`config.mk`:
```
export PLATFORM = sky130hd
export DESIGN_NAME = ssc_ctrl
export DESIGN_NICKNAME = d
export VERILOG_FILES = /design/src/rtl/core/ssc_pkg.sv /design/src/rtl/core/ssc_ctrl.sv
export SDC_FILE = /design/constraint.sdc
export NUM_CORES = 1
export LEC_CHECK = 0
export BUFFER_PORTS_ARGS = -buffer_cell sky130_fd_sc_hd__buf_2
export CAP_MARGIN = 20
export CORE_UTILIZATION = 50
export CTS_BUF_LIST = sky130_fd_sc_hd__clkbuf_16
export DETAILED_ROUTE_END_ITERATION = 10
export PLACE_DENSITY = 0.7
export RECOVER_POWER = 100
export SLEW_MARGIN = 20
export SYNTH_ARGS = -nofsm -noshare
export SYNTH_HDL_FRONTEND = slang
export SYNTH_SLANG_ARGS = --single-unit
export TNS_END_PERCENT = 1
```
`constraint.sdc`:
```
create_clock -name clk -period 6.6 [get_ports clk]
set_input_delay 0.99 -clock clk [delete_from_list [all_inputs] [get_ports clk]]
set_output_delay 0.99 -clock clk [all_outputs]
set_load 0.05 [all_outputs]
```
`src/rtl/core/ssc_pkg.sv`:
```
// shared constants, types and helper functions of the silhouette score engine
package ssc_pkg;

    localparam int MAX_POINTS   = 1024;
    localparam int MAX_CLUSTERS = 64;
    localparam int PT_W         = $clog2(MAX_POINTS);
    localparam int CL_W         = $clog2(MAX_CLUSTERS);
    localparam int CNT_W        = 11;
    localparam int SUM_W        = 26;
    localparam int TOT_W        = 27;
    localparam int SIM_W        = 16;
    localparam int Q_W          = 16;
    localparam int FRAC_W       = 15;
    localparam int DVD_W        = SUM_W + FRAC_W;
    localparam int DVS_W        = SUM_W;
    localparam int DIV_CNT_W    = $clog2(DVD_W);

    localparam logic [SIM_W-1:0] ONE_Q15 = SIM_W'(32768);
    localparam logic [SUM_W-1:0] SUM_MAX = {SUM_W{1'b1}};

    localparam logic [1:0] ACT_CLEAR  = 2'd0;
    localparam logic [1:0] ACT_LABEL  = 2'd1;
    localparam logic [1:0] ACT_ENTRY  = 2'd2;
    localparam logic [1:0] ACT_FINISH = 2'd3;

    localparam logic [1:0] ST_NORMAL   = 2'd0;
    localparam logic [1:0] ST_SINGLE   = 2'd1;
    localparam logic [1:0] ST_NO_OTHER = 2'd2;

    localparam logic KIND_POINT = 1'b0;
    localparam logic KIND_MEAN  = 1'b1;

    typedef enum logic [4:0] {
        OP_IDLE,
        OP_LATCH,
        OP_SWEEP,
        OP_RD_ROW,
        OP_RD_COL,
        OP_RD_OLD,
        OP_DEC,
        OP_RD_NEW,
        OP_INC,
        OP_RD_SUM,
        OP_ADD,
        OP_RD_OWN,
        OP_PCHK,
        OP_ADIV,
        OP_RD_K,
        OP_KCHK,
        OP_KDIV,
        OP_KINC,
        OP_BCHK,
        OP_SDIV,
        OP_EMIT,
        OP_FST,
        OP_FDIV
    } op_t;

    typedef struct packed {
        op_t op;
    } cmd_t;

    typedef struct packed {
        logic       sweep_last;
        logic [1:0] act;
        logic       row_end;
        logic       own_flag;
        logic       single;
        logic       k_use;
        logic       k_last;
        logic       have_b;
        logic       m_zero;
        logic       div_done;
    } stat_t;

    // truncated quotient magnitude with sign, clipped to signed q1.15
    function automatic logic signed [Q_W-1:0] sat_q15(input logic neg,
                                                       input logic [DVD_W-1:0] mag);
        logic signed [Q_W-1:0] r;
        if (neg)
        begin
            if (mag >= DVD_W'(32768))
                r = 16'sh8000;
            else
                r = $signed(Q_W'(~mag[Q_W-1:0] + 1'b1));
        end
        else
        begin
            if (mag > DVD_W'(32767))
                r = 16'sh7FFF;
            else
                r = $signed(mag[Q_W-1:0]);
        end
        return r;
    endfunction

endpackage

```
`src/rtl/core/ssc_ctrl.sv`:
```
// controller state machine sequencing clear, label, entry, row score and finish beats
module ssc_ctrl (
    input  logic           clk,
    input  logic           rst_n,
    input  logic           start,
    input  ssc_pkg::stat_t stat,
    output ssc_pkg::cmd_t  cmd,
    output logic           busy
);

    typedef enum logic [20:0] {
        S_CLEAR = 21'h000001,
        S_IDLE  = 21'h000002,
        S_LRD   = 21'h000004,
        S_LOLD  = 21'h000008,
        S_LDEC  = 21'h000010,
        S_LNEW  = 21'h000020,
        S_LINC  = 21'h000040,
        S_ERD   = 21'h000080,
        S_ESUM  = 21'h000100,
        S_EADD  = 21'h000200,
        S_PRD   = 21'h000400,
        S_PCNT  = 21'h000800,
        S_PCHK  = 21'h001000,
        S_ADIV  = 21'h002000,
        S_KRD   = 21'h004000,
        S_KCHK  = 21'h008000,
        S_KDIV  = 21'h010000,
        S_KNEXT = 21'h020000,
        S_BCHK  = 21'h040000,
        S_SDIV  = 21'h080000,
        S_EMIT  = 21'h100000
    } state_t;

    typedef enum logic [2:0] {
        F_NONE = 3'b001,
        F_ST   = 3'b010,
        F_DIV  = 3'b100
    } fin_t;

    state_t state_reg, state_next;
    fin_t   fin_reg, fin_next;

    always_comb
    begin
        state_next = state_reg;
        fin_next   = fin_reg;
        cmd.op     = ssc_pkg::OP_IDLE;
        unique case (state_reg)
            S_CLEAR:
            begin
                cmd.op = ssc_pkg::OP_SWEEP;
                if (stat.sweep_last)
                    state_next = S_IDLE;
            end
            S_IDLE:
            begin
                // finish runs on a small side sequence
                unique case (fin_reg)
                    F_ST:
                    begin
                        cmd.op   = ssc_pkg::OP_FST;
                        fin_next = F_DIV;
                    end
                    F_DIV:
                    begin
                        cmd.op = ssc_pkg::OP_FDIV;
                        if (stat.div_done)
                            fin_next = F_NONE;
                    end
                    default:
                    begin
                        if (start)
                        begin
                            cmd.op     = ssc_pkg::OP_LATCH;
                            state_next = S_LRD;
                        end
                    end
                endcase
            end
            S_LRD:
            begin
                unique case (stat.act)
                    ssc_pkg::ACT_CLEAR:  state_next = S_CLEAR;
                    ssc_pkg::ACT_LABEL:
                    begin
                        cmd.op     = ssc_pkg::OP_RD_ROW;
                        state_next = S_LOLD;
                    end
                    ssc_pkg::ACT_ENTRY:
                    begin
                        cmd.op     = ssc_pkg::OP_RD_COL;
                        state_next = S_ESUM;
                    end
                    default:
                    begin
                        fin_next   = F_ST;
                        state_next = S_IDLE;
                    end
                endcase
            end
            S_LOLD:
            begin
                cmd.op     = ssc_pkg::OP_RD_OLD;
                state_next = S_LDEC;
            end
            S_LDEC:
            begin
                cmd.op     = ssc_pkg::OP_DEC;
                state_next = S_LNEW;
            end
            S_LNEW:
            begin
                cmd.op     = ssc_pkg::OP_RD_NEW;
                state_next = S_LINC;
            end
            S_LINC:
            begin
                cmd.op     = ssc_pkg::OP_INC;
                state_next = S_IDLE;
            end
            S_ERD:
            begin
                cmd.op     = ssc_pkg::OP_RD_COL;
                state_next = S_ESUM;
            end
            S_ESUM:
            begin
                cmd.op     = ssc_pkg::OP_RD_SUM;
                state_next = S_EADD;
            end
            S_EADD:
            begin
                cmd.op     = ssc_pkg::OP_ADD;
                state_next = stat.row_end ? S_PRD : S_IDLE;
            end
            S_PRD:
            begin
                cmd.op     = ssc_pkg::OP_RD_ROW;
                state_next = S_PCNT;
            end
            S_PCNT:
            begin
                cmd.op     = ssc_pkg::OP_RD_OWN;
                state_next = S_PCHK;
            end
            S_PCHK:
            begin
                cmd.op = ssc_pkg::OP_PCHK;
                if (!stat.own_flag)
                    state_next = S_IDLE;
                else if (stat.single)
                    state_next = S_EMIT;
                else
                    state_next = S_ADIV;
            end
            S_ADIV:
            begin
                cmd.op = ssc_pkg::OP_ADIV;
                if (stat.div_done)
                    state_next = S_KRD;
            end
            S_KRD:
            begin
                cmd.op     = ssc_pkg::OP_RD_K;
                state_next = S_KCHK;
            end
            S_KCHK:
            begin
                cmd.op     = ssc_pkg::OP_KCHK;
                state_next = stat.k_use ? S_KDIV : S_KNEXT;
            end
            S_KDIV:
            begin
                cmd.op = ssc_pkg::OP_KDIV;
                if (stat.div_done)
                    state_next = S_KNEXT;
            end
            S_KNEXT:
            begin
                cmd.op     = ssc_pkg::OP_KINC;
                state_next = stat.k_last ? S_BCHK : S_KRD;
            end
            S_BCHK:
            begin
                cmd.op = ssc_pkg::OP_BCHK;
                if (!stat.have_b || stat.m_zero)
                    state_next = S_EMIT;
                else
                    state_next = S_SDIV;
            end
            S_SDIV:
            begin
                cmd.op = ssc_pkg::OP_SDIV;
                if (stat.div_done)
                    state_next = S_EMIT;
            end
            S_EMIT:
            begin
                cmd.op     = ssc_pkg::OP_EMIT;
                state_next = S_IDLE;
            end
            default:
            begin
                state_next = S_IDLE;
            end
        endcase
    end

    always_ff @(posedge clk or negedge rst_n)
    begin
        if (!rst_n)
        begin
            state_reg <= S_CLEAR;
            fin_reg   <= F_NONE;
        end
        else
        begin
            state_reg <= state_next;
            fin_reg   <= fin_next;
        end
    end

    assign busy = (state_reg != S_IDLE) || (fin_reg != F_NONE);

endmodule

```
==> flow_summary.json <==
{
  "status": "finished with violations",
  "violations": "DRC",
  "async_flop_share": 1.00,
  "synth_edf_count": 0,
  "slowest_stage": "nor4_1",
  "place_inst": 229,
  "seq_area_frac_synth": 0.364,
  "setup_viol": 0,
  "gp_congestion": 0.950,
  "via_per_inst": 6.01,
  "drv_cap": 0,
  "grt_pass1_wl_microns": 5930,
  "p_sw_mw": 0.234,
  "pwr-share-comb": 0.423,
  "synth_cell_types": 51,
  "drtIter0Drc": 55,
  "startpoint_type": "register",
  "die_width_microns": 58.4,
  "fin_tns_setup_ns": 0,
  "pwr-share-seq": 0.338,
  "ys_warn_count": 0,
  "largest_reg_flops": 20,
  "syn_area_sq_um": 1590,
  "cts_buffers": 3,
  "path_max_fanout": 5,
  "hold_viol": 0,
  "ant_nets": 0,
  "n_antenna_cell": 0,
  "slew_headroom": 0.162,
  "total_power_mw": 0.554,
  "htree_levels": 1,
  "avgRoutedWirePerCell_microns": 15.8,
  "route.detailed.drc": 1,
  "ys_ff_latch": 23,
  "clock_skew_ns": 0.00379,
  "highest_layer": "met4",
  "syn_avg_cell_area_sq_um": 9.35,
  "p_leak_nw": 0.773,
  "cts_hold_buf": 0,
  "period_share": 0.650,
  "p_clk_frac": 0.239,
  "fin_crit_ns": 4.29,
  "nNetsFinal": 204,
  "tightest_slew_ns": 1.26,
  "fillCellCount": 280,
  "required_ns": 5.61,
  "power.internal_mw": 0.320,
  "crit_type": "register to output port",
  "cp.arrival_ns": 3.30,
  "synthCells": 170,
  "num_rows": 20,
  "cts_tree": "done",
  "die-area_sq_um": 3410,
  "areaGrowthSynthToFinish_pct": 9.29,
  "slowest_delay_ns": 0.78,
  "io_pins": 20,
  "core-area_sq_um": 3030,
  "wirelength_microns": 3690,
  "port_buffers": 19,
  "grt_overflow": 0,
  "power_density_nw_per_um2": 319,
  "met3WireLength_microns": 206,
  "grt_pass1_vias": 1294,
  "clk_path_buf_depth": 2,
  "grt_max_degree": 24,
  "path_clk_slew_ns": 0.06,
  "switching_share": 0.423,
  "start_util": 0.525,
  "clock-sinks": 23,
  "wirelength_met1_microns": 1700,
  "die_h_microns": 58.4,
  "dr.pass1.iters": 7,
  "fin_cells": 233,
  "finalMaxSlewViolations": 0,
  "hold_class": "register to register",
  "wl_met2_microns": 1760,
  "cts-root-buf": "clkbuf_16",
  "antenna_found_initial": 0,
  "synth.net_count": 184,
  "grtUsageTotal": 0.230,
  "hpwlAfterDp_microns": 2790,
  "synth_flop_cell": "dfrtp_1",
  "cts_setup_buffers": 0,
  "drive_gt1_frac": 0.138,
  "clock_latency_ns": 0.26,
  "cts_resized": 0,
  "dr_total_vias": 1400,
  "timing.fmax_mhz": 233,
  "path_cells": "nor4_1 -> nand4_2 -> a2111oi_0 -> and4bb_2 -> o211ai_1 -> clkbuf_1",
  "ir_drop_mv": 0.222,
  "endpoint_kind": "output port",
  "rsz0062_at_grt": "false"
}
-- final timing paths --
kind / start / endpoint / slack, ns / cells past startpoint
worst max-delay path: state_reg[17] / cmd[1] / 2.31 / 6
worst min-delay path: fin_reg[0] / fin_reg[0] / 0.61 / 2
worst max register to register: state_reg[17] / state_reg[1] / 3.55 / 6
worst min register to register: fin_reg[0] / fin_reg[0] / 0.61 / 2
max in group asynchronous: rst_n / state_reg[9] / 4.88 / 1
min in group asynchronous: rst_n / state_reg[12] / 0.98 / 1
-- power by group through the flow --
stage	Combinational, mW	Sequential [mW]	Clock [mW]
2_1_floorplan	0.191	0.179	0
3_3_place_gp	0.234	0.188	0
3_5_place_dp	0.236	0.189	0
4_1_cts	0.237	0.186	0.134
5_1_grt	0.256	0.190	0.138
6_report	0.234	0.187	0.132
-- placed cells by master (no fill, tap or decap), types with 6 or more instances in the layout --
master and n:
nor2_1 21, dfrtp_1 21, buf_2 12, nand2_1 11, nor4_1 9, inv_1 8
nor3_1 7, o21ai_0 7, clkbuf_1 7, xnor2_1 6
-- area by class of cell --
class                           instances  area [sq um]  share of cell area
Clock buffer                            3          75.1              0.0432
Clock inverter                          1          3.75             0.00216
Inverter                                7          26.3              0.0151
Multi-Input combinational cell        136           912               0.525
Sequential cell                        23           578               0.333
Tap cell                               44          55.1              0.0317
Timing Repair Buffer                   19          86.3              0.0497
-- worst max-delay path, delay by kind of cell (launching register included) --
| family | cells | cell delay [ns] |
|---|---|---|
| flops | 1 | 0.42 |
| simple gates | 3 | 1.38 |
| compound gates | 2 | 0.75 |
| buf+inv | 1 | 0.49 |
-- synth_stat cells (all sizes together) (2+ instances only) --
library cell,instances,area share
nand2,11,0.026
and3,3,0.012
dfrtp,21,0.33
nand2b,5,0.020
nand4,5,0.024
nand3b,3,0.014
o41a,2,0.014
or3,2,0.0079
o21ai,7,0.022
nor4,12,0.094
a211o,2,0.011
nor2b,3,0.012
nor3,7,0.022
nand3,5,0.016
o2bb2ai,2,0.011
buf,3,0.021
and2,4,0.016
dfstp,2,0.033
and4,2,0.012
and4bb,2,0.016
nor2,21,0.050
inv,7,0.017
a21oi,4,0.013
or2b,2,0.0094
and4b,5,0.031
xnor2,6,0.033
or4,2,0.012
-- through the flow --
stage,cell area (sq um),util,hold slack (ns),worst slack (ns)
floorplan,1590,-,0.544,3.41
global placement,1700,0.562,0.583,3.38
detailed placement,1700,0.562,0.609,3.35
CTS,1780,0.588,0.620,3.03
global route,1740,0.574,0.658,2.00
finish,1740,0.574,0.613,2.31
-- kinds of logic after synthesis --
| kind of cell | share of synthesized area |
|---|---|
| AND/OR/NAND/NOR | 0.419 |
| multiplexers | 0.00709 |
| AO/OA/AOI/OAI | 0.132 |
| flip-flops | 0.364 |
| buffers and inverters | 0.0402 |
| XOR/XNOR | 0.0386 |
-- metal layers --
| layer | global-route usage | up-vias |
|---|---|---|
| met5 | 0 | - |
| met4 | 0.0612 | 0 |
| met3 | 0.0571 | 3 |
| met2 | 0.365 | 46 |
| met1 | 0.317 | 669 |
| li1 | - | 682 |
(Power assumes the default switching activity.)
